===== src/rtl/core/efan_pkg.sv =====
`default_nettype none
package efan_pkg;

   localparam int MAX_STEPS_DEF = 16;
   localparam int WORD_W = 60;
   localparam int CNT_W = 6;
   localparam logic [CNT_W-1:0] LONG_STEPS = CNT_W'(WORD_W - 1);
   localparam logic [CNT_W-1:0] ROOT_STEPS = CNT_W'(WORD_W / 2 - 1);

   typedef enum logic [1:0] {
      OP_MUL,
      OP_DIV,
      OP_SQRT
   } op_type;

   typedef struct packed {
      logic   start;
      op_type op;
   } unit_ctrl_type;

   typedef struct packed {
      logic busy;
      logic done;
   } unit_stat_type;

endpackage
`default_nettype wire


===== src/rtl/core/efan_unit.sv =====
`default_nettype none
module efan_unit
   import efan_pkg::*;
(
   input  wire logic                clock,
   input  wire logic                reset,
   input  wire unit_ctrl_type       ctrl,
   input  wire logic [WORD_W-1:0]   hi_init,
   input  wire logic [WORD_W-1:0]   lo_init,
   input  wire logic [WORD_W-1:0]   b_init,
   output unit_stat_type            stat,
   output logic [WORD_W-1:0]        hi,
   output logic [WORD_W-1:0]        lo,
   output logic [WORD_W-1:0]        b
);

   logic                busy_ff, done_ff;
   logic [CNT_W-1:0]    count_ff;
   op_type              op_ff;
   logic [WORD_W-1:0]   hi_ff, lo_ff, b_ff;
   logic [WORD_W-1:0]   hi_in, lo_in, b_in;

   logic [WORD_W:0]     sum;
   logic [WORD_W:0]     rem2;
   logic [WORD_W+1:0]   diff;
   logic [WORD_W-1:0]   sq_rem;
   logic [WORD_W-1:0]   trial;
   logic [WORD_W:0]     sq_diff;

   // One step of shift-add multiply, restoring divide or digit-by-digit root.
   always_comb begin
      sum     = {1'b0, hi_ff} + (lo_ff[0] ? {1'b0, b_ff} : '0);
      rem2    = {hi_ff, lo_ff[WORD_W-1]};
      diff    = {1'b0, rem2} - {2'b00, b_ff};
      sq_rem  = {hi_ff[WORD_W-3:0], lo_ff[WORD_W-1:WORD_W-2]};
      trial   = {b_ff[WORD_W-3:0], 2'b01};
      sq_diff = {1'b0, sq_rem} - {1'b0, trial};
      hi_in   = hi_ff;
      lo_in   = lo_ff;
      b_in    = b_ff;
      case (op_ff)
         OP_MUL: begin
            hi_in = sum[WORD_W:1];
            lo_in = {sum[0], lo_ff[WORD_W-1:1]};
         end
         OP_DIV: begin
            hi_in = diff[WORD_W+1] ? rem2[WORD_W-1:0] : diff[WORD_W-1:0];
            lo_in = {lo_ff[WORD_W-2:0], ~diff[WORD_W+1]};
         end
         OP_SQRT: begin
            hi_in = sq_diff[WORD_W] ? sq_rem : sq_diff[WORD_W-1:0];
            lo_in = {lo_ff[WORD_W-3:0], 2'b00};
            b_in  = {b_ff[WORD_W-2:0], ~sq_diff[WORD_W]};
         end
         default: begin
            hi_in = hi_ff;
         end
      endcase
   end

   always_ff @(posedge clock) begin
      if (reset) begin
         busy_ff  <= 1'b0;
         done_ff  <= 1'b0;
         count_ff <= '0;
         op_ff    <= OP_MUL;
      end else begin
         done_ff <= busy_ff && !ctrl.start && (count_ff == '0);
         if (ctrl.start) begin
            busy_ff  <= 1'b1;
            op_ff    <= ctrl.op;
            count_ff <= (ctrl.op == OP_SQRT) ? ROOT_STEPS : LONG_STEPS;
         end else if (busy_ff) begin
            count_ff <= count_ff - 1'b1;
            if (count_ff == '0) begin
               busy_ff <= 1'b0;
            end
         end
      end
      if (ctrl.start) begin
         hi_ff <= hi_init;
         lo_ff <= lo_init;
         b_ff  <= b_init;
      end else if (busy_ff) begin
         hi_ff <= hi_in;
         lo_ff <= lo_in;
         b_ff  <= b_in;
      end
   end

   assign stat.busy = busy_ff;
   assign stat.done = done_ff;
   assign hi = hi_ff;
   assign lo = lo_ff;
   assign b  = b_ff;

endmodule
`default_nettype wire


===== config.mk =====
export PLATFORM = sky130hd
export DESIGN_NAME = efan_unit
export DESIGN_NICKNAME = d
export VERILOG_FILES = /design/src/rtl/core/efan_pkg.sv /design/src/rtl/core/efan_unit.sv
export SDC_FILE = /design/constraint.sdc
export NUM_CORES = 1
export LEC_CHECK = 0
export BUFFER_PORTS_ARGS = -buffer_cell sky130_fd_sc_hd__buf_2
export CAP_MARGIN = 20
export CORE_MARGIN = 1
export CORE_UTILIZATION = 45
export DETAILED_ROUTE_END_ITERATION = 8
export GPL_TIMING_DRIVEN = 0
export PLACE_DENSITY = 0.78
export SLEW_MARGIN = 0
export SYNTH_ARGS = -nofsm -noshare
export SYNTH_HDL_FRONTEND = slang
export SYNTH_SLANG_ARGS = --single-unit

===== constraint.sdc =====
create_clock -name clock -period 5.25 [get_ports clock]
set_input_delay 1.05 -clock clock [delete_from_list [all_inputs] [get_ports clock]]
set_output_delay 1.05 -clock clock [all_outputs]
set_load 0.1 [all_outputs]

==> impl_metrics.toml <==
[layout]
area_delta_synth_final_pct = 15.8
layout-drive-gt1-share_pct = 16.1
nets = 3580

[critical_path]
worst_r2r_path_depth = 15
crit_path_max_incr_delay_ns = 0.47
required_ns = 5.53
crit_slowest_cell = "fa_1"
critical_path_class = "reg2reg"
end_kind = "flop"
timing.critical_path.cells = "clkbuf_2, and2_1, ha_1, fa_1, a211oi_1, nor2_1, o311ai_2, a31oi_2, a31oi_2, o21ai_1, a21oi_1, xor2_2, a21oi_1, a21oi_2, a21oi_1"
crit_top_cell = "a21oi_1"
cp-start-kind = "flop"
arrival_ns = 5.39
ff2ff_setup_slack_ns = 0.14
worstPathMaxFanout = 10

[yosys]
syn_nets = 3185
yosys_warnings = 0
synth_cells = 2814
avgSynthCellArea_um2 = 7.80
synth_area_um2 = 22000
async_reset_ff_share_pct = 0
ys_types = 104
synth-edff-count = 180
ys_ff_latch = 190
ys_seq_area_share_pct = 25.5
synth_flop_cell = "edfxtp_1"

[routing]
dr.pass1.iters = 6
via_count = 24615
postRouteAntennaNets = 0
drc = 0
drt-initial-drc-count = 2929
via_per_inst = 6.41
wire_per_inst_um = 24.7
routed_wl_um = 94700

[run]
cap_violations = 0

[floorplanning]
num_rows = 80
start_util_pct = 45.8
die_y_um = 223
fp.coreArea_um2 = 47900
io_pins = 367
fp.dieArea_um2 = 49700
die_x_um = 223

[grt]
antenna_found_initial = 3
grt_max_degree = 52
grtUsageMet1_pct = 49.8
grt_pass1_wl_um = 140000
gr-total-overflow = 0
met3_usage_pct = 7.49
grt_pass1_vias = 22855
met2_usage_pct = 58.0
grt_busiest_layer = "met2"
grt_use_total_pct = 37.3

[timing]
setup_viol = 0
clock_skew_ns = 0.0230
setup_tns_ns = 0
hold_viol = 0
slew_headroom_pct = 24.1
post-route-min-period_ns = 5.11
maxSlewViolCount = 0
timing.hold.ws_ns = 0.517
fmax_mhz = 196
fin_crit_sh_pct = 97.3
worstMarginPinSlew_ns = 1.13

[clocking]
cts-hold-fix-buffers = 0
cts.htree.levels = 4
cts.path.max_buffers = 2
cts-root-buf = "clkbuf_16"
cts_buffers = 17
cts_tree = "built"
clkTransAtPathRegs_ns = 0.09
clk_latency_ns = 0.53
cts_sinks = 190

[placed_design]
hpwl_um = 74200
portBuffers = 365
gp_congestion = 1.00

[outcome]
status = "finished clean"

[power_and_ir_drop]
leakagePower_nw = 11.0
ir_drop_mv = 0.251
power_density_nw_per_um2 = 414

[hold_path]
min-delay-path-class = "reg2reg"
whs_path_depth = 2
==> Yosys cell counts, drive strengths merged (34+ instances only) <==
master	count	area, um2
a22oi	34	255
ha	184	2300
xnor2	85	744
o21ai	284	1430
nand2	398	1500
a221oi	95	851
a21oi	244	1250
o31ai	75	604
nand4	37	231
xor2	71	622
nor2	213	815
nand3	54	275
and2	83	523
inv	120	450
edfxtp	180	5410
buf	37	226
a21o	80	601
clkbuf	127	479
nor3	36	196
==> where the power goes <==
group	internal (mW)	switching (mW)	total, mW	leakage (nW)
sequential	1.94	0.337	2.27	1.89
combinational	2.00	4.78	6.78	8.76
clock	0.690	0.779	1.47	0.300
==> kinds of logic (layout without fill, tap and decap cells) <==
logic type               Yosys count  after routing  synth area share [%]
AO/OA/AOI/OAI                   1064           1064                  32.4
AND/OR/NAND/NOR                  918            918                  19.2
buffers and inverters            284            692                  5.27
flip-flops                       190            190                  25.5
adder cells (fa/ha/maj)          186            186                  10.7
XOR/XNOR                         156            156                  6.22
multiplexers                      16             16                 0.769
other                              0              1                     0
==> final cells by class <==
cell class,instances,area (um2)
fillers,4724,22500
multi-input cells,2340,15200
flip-flops and latches,190,5610
repair buffers,376,2020
well taps,615,769
plain buffers,164,707
inverters,120,450
clock buffers,18,429
clock inverters,14,189
diodes,1,2.50
==> layer usage <==
layer | up-vias | routed length [um] | part of all wire (%)
li1 | 11301 | - | -
met1 | 11649 | 38400 | 41
met2 | 1431 | 41700 | 44
met3 | 228 | 10200 | 11
met4 | 6 | 4370 | 4.6
met5 | - | 36 | 0.038
==> stage by stage <==
| step | worst slack (ns) | power [mW] | utilization [%] | cells | instance area [um2] |
|---|---|---|---|---|---|
| 4_1_cts | 0.0145 | 10.3 | 52.9 | 3836 | 25400 |
| 2_1_floorplan | 0.470 | 7.18 | - | 2814 | 22000 |
| 3_3_place_gp | -2.28 | 8.85 | 51.2 | 3794 | 24500 |
| 6_report | 0.140 | 10.5 | 53.0 | 3838 | 25400 |
| 3_5_place_dp | -0.911 | 8.86 | 51.6 | 3802 | 24700 |
| 5_1_grt | -0.0195 | 11.0 | 53.0 | 3837 | 25400 |
==> layout by cell type, fill, tap and decap left out, drive strengths merged, types with 8 or more instances in the layout <==
cell type,instances
buf,413
nand2,398
o21ai,284
a21oi,244
nor2,213
ha,184
edfxtp,180
clkbuf,145
inv,128
a221oi,95
xnor2,85
and2,83
a21o,80
o31ai,75
xor2,71
nand3,54
nand4,37
nor3,36
a22oi,34
o21bai,31
o22ai,31
a31oi,31
a211oi,26
and3,24
o211ai,20
o21a,18
nor2b,14
nand2b,13
a21boi,12
dfxtp,10
a2111oi,10
or3,9
mux2i,9
a41oi,8
a31o,8
==> path summary, 6_finish.rpt <==
kind,from,end
setup / recovery,lo[0],hi[41]
setup reg to reg,lo[0],hi[41]
hold / removal,count_ff[5],count_ff[5]
hold reg to reg,count_ff[5],count_ff[5]
==> repair_timing <==
item                                    4_1_cts  5_1_grt
gates resized for setup                       3        4
gates cloned                                  0        0
setup buffers                                 2        0
hold endpoints to repair                      0        0
endpoints found under the setup margin       14        2
pin swaps                                     0        0
==> registers in the layout, indices dropped and copies added, names as in the netlist <==
name      flops
b            60
hi           60
lo           60
count_ff      6
op_ff         2
busy_ff       1
done_ff       1
==> critical path, delay by kind of cell, from the launching register on <==
kind / cells / cell delay (ns)
flops: 1 / 0.45
compound gates: 9 / 2.58
fa+ha+maj: 2 / 0.71
xor+xnor: 1 / 0.39
simple gates: 2 / 0.39
buf+inv: 1 / 0.33
Power figures use the tool's default switching activity.
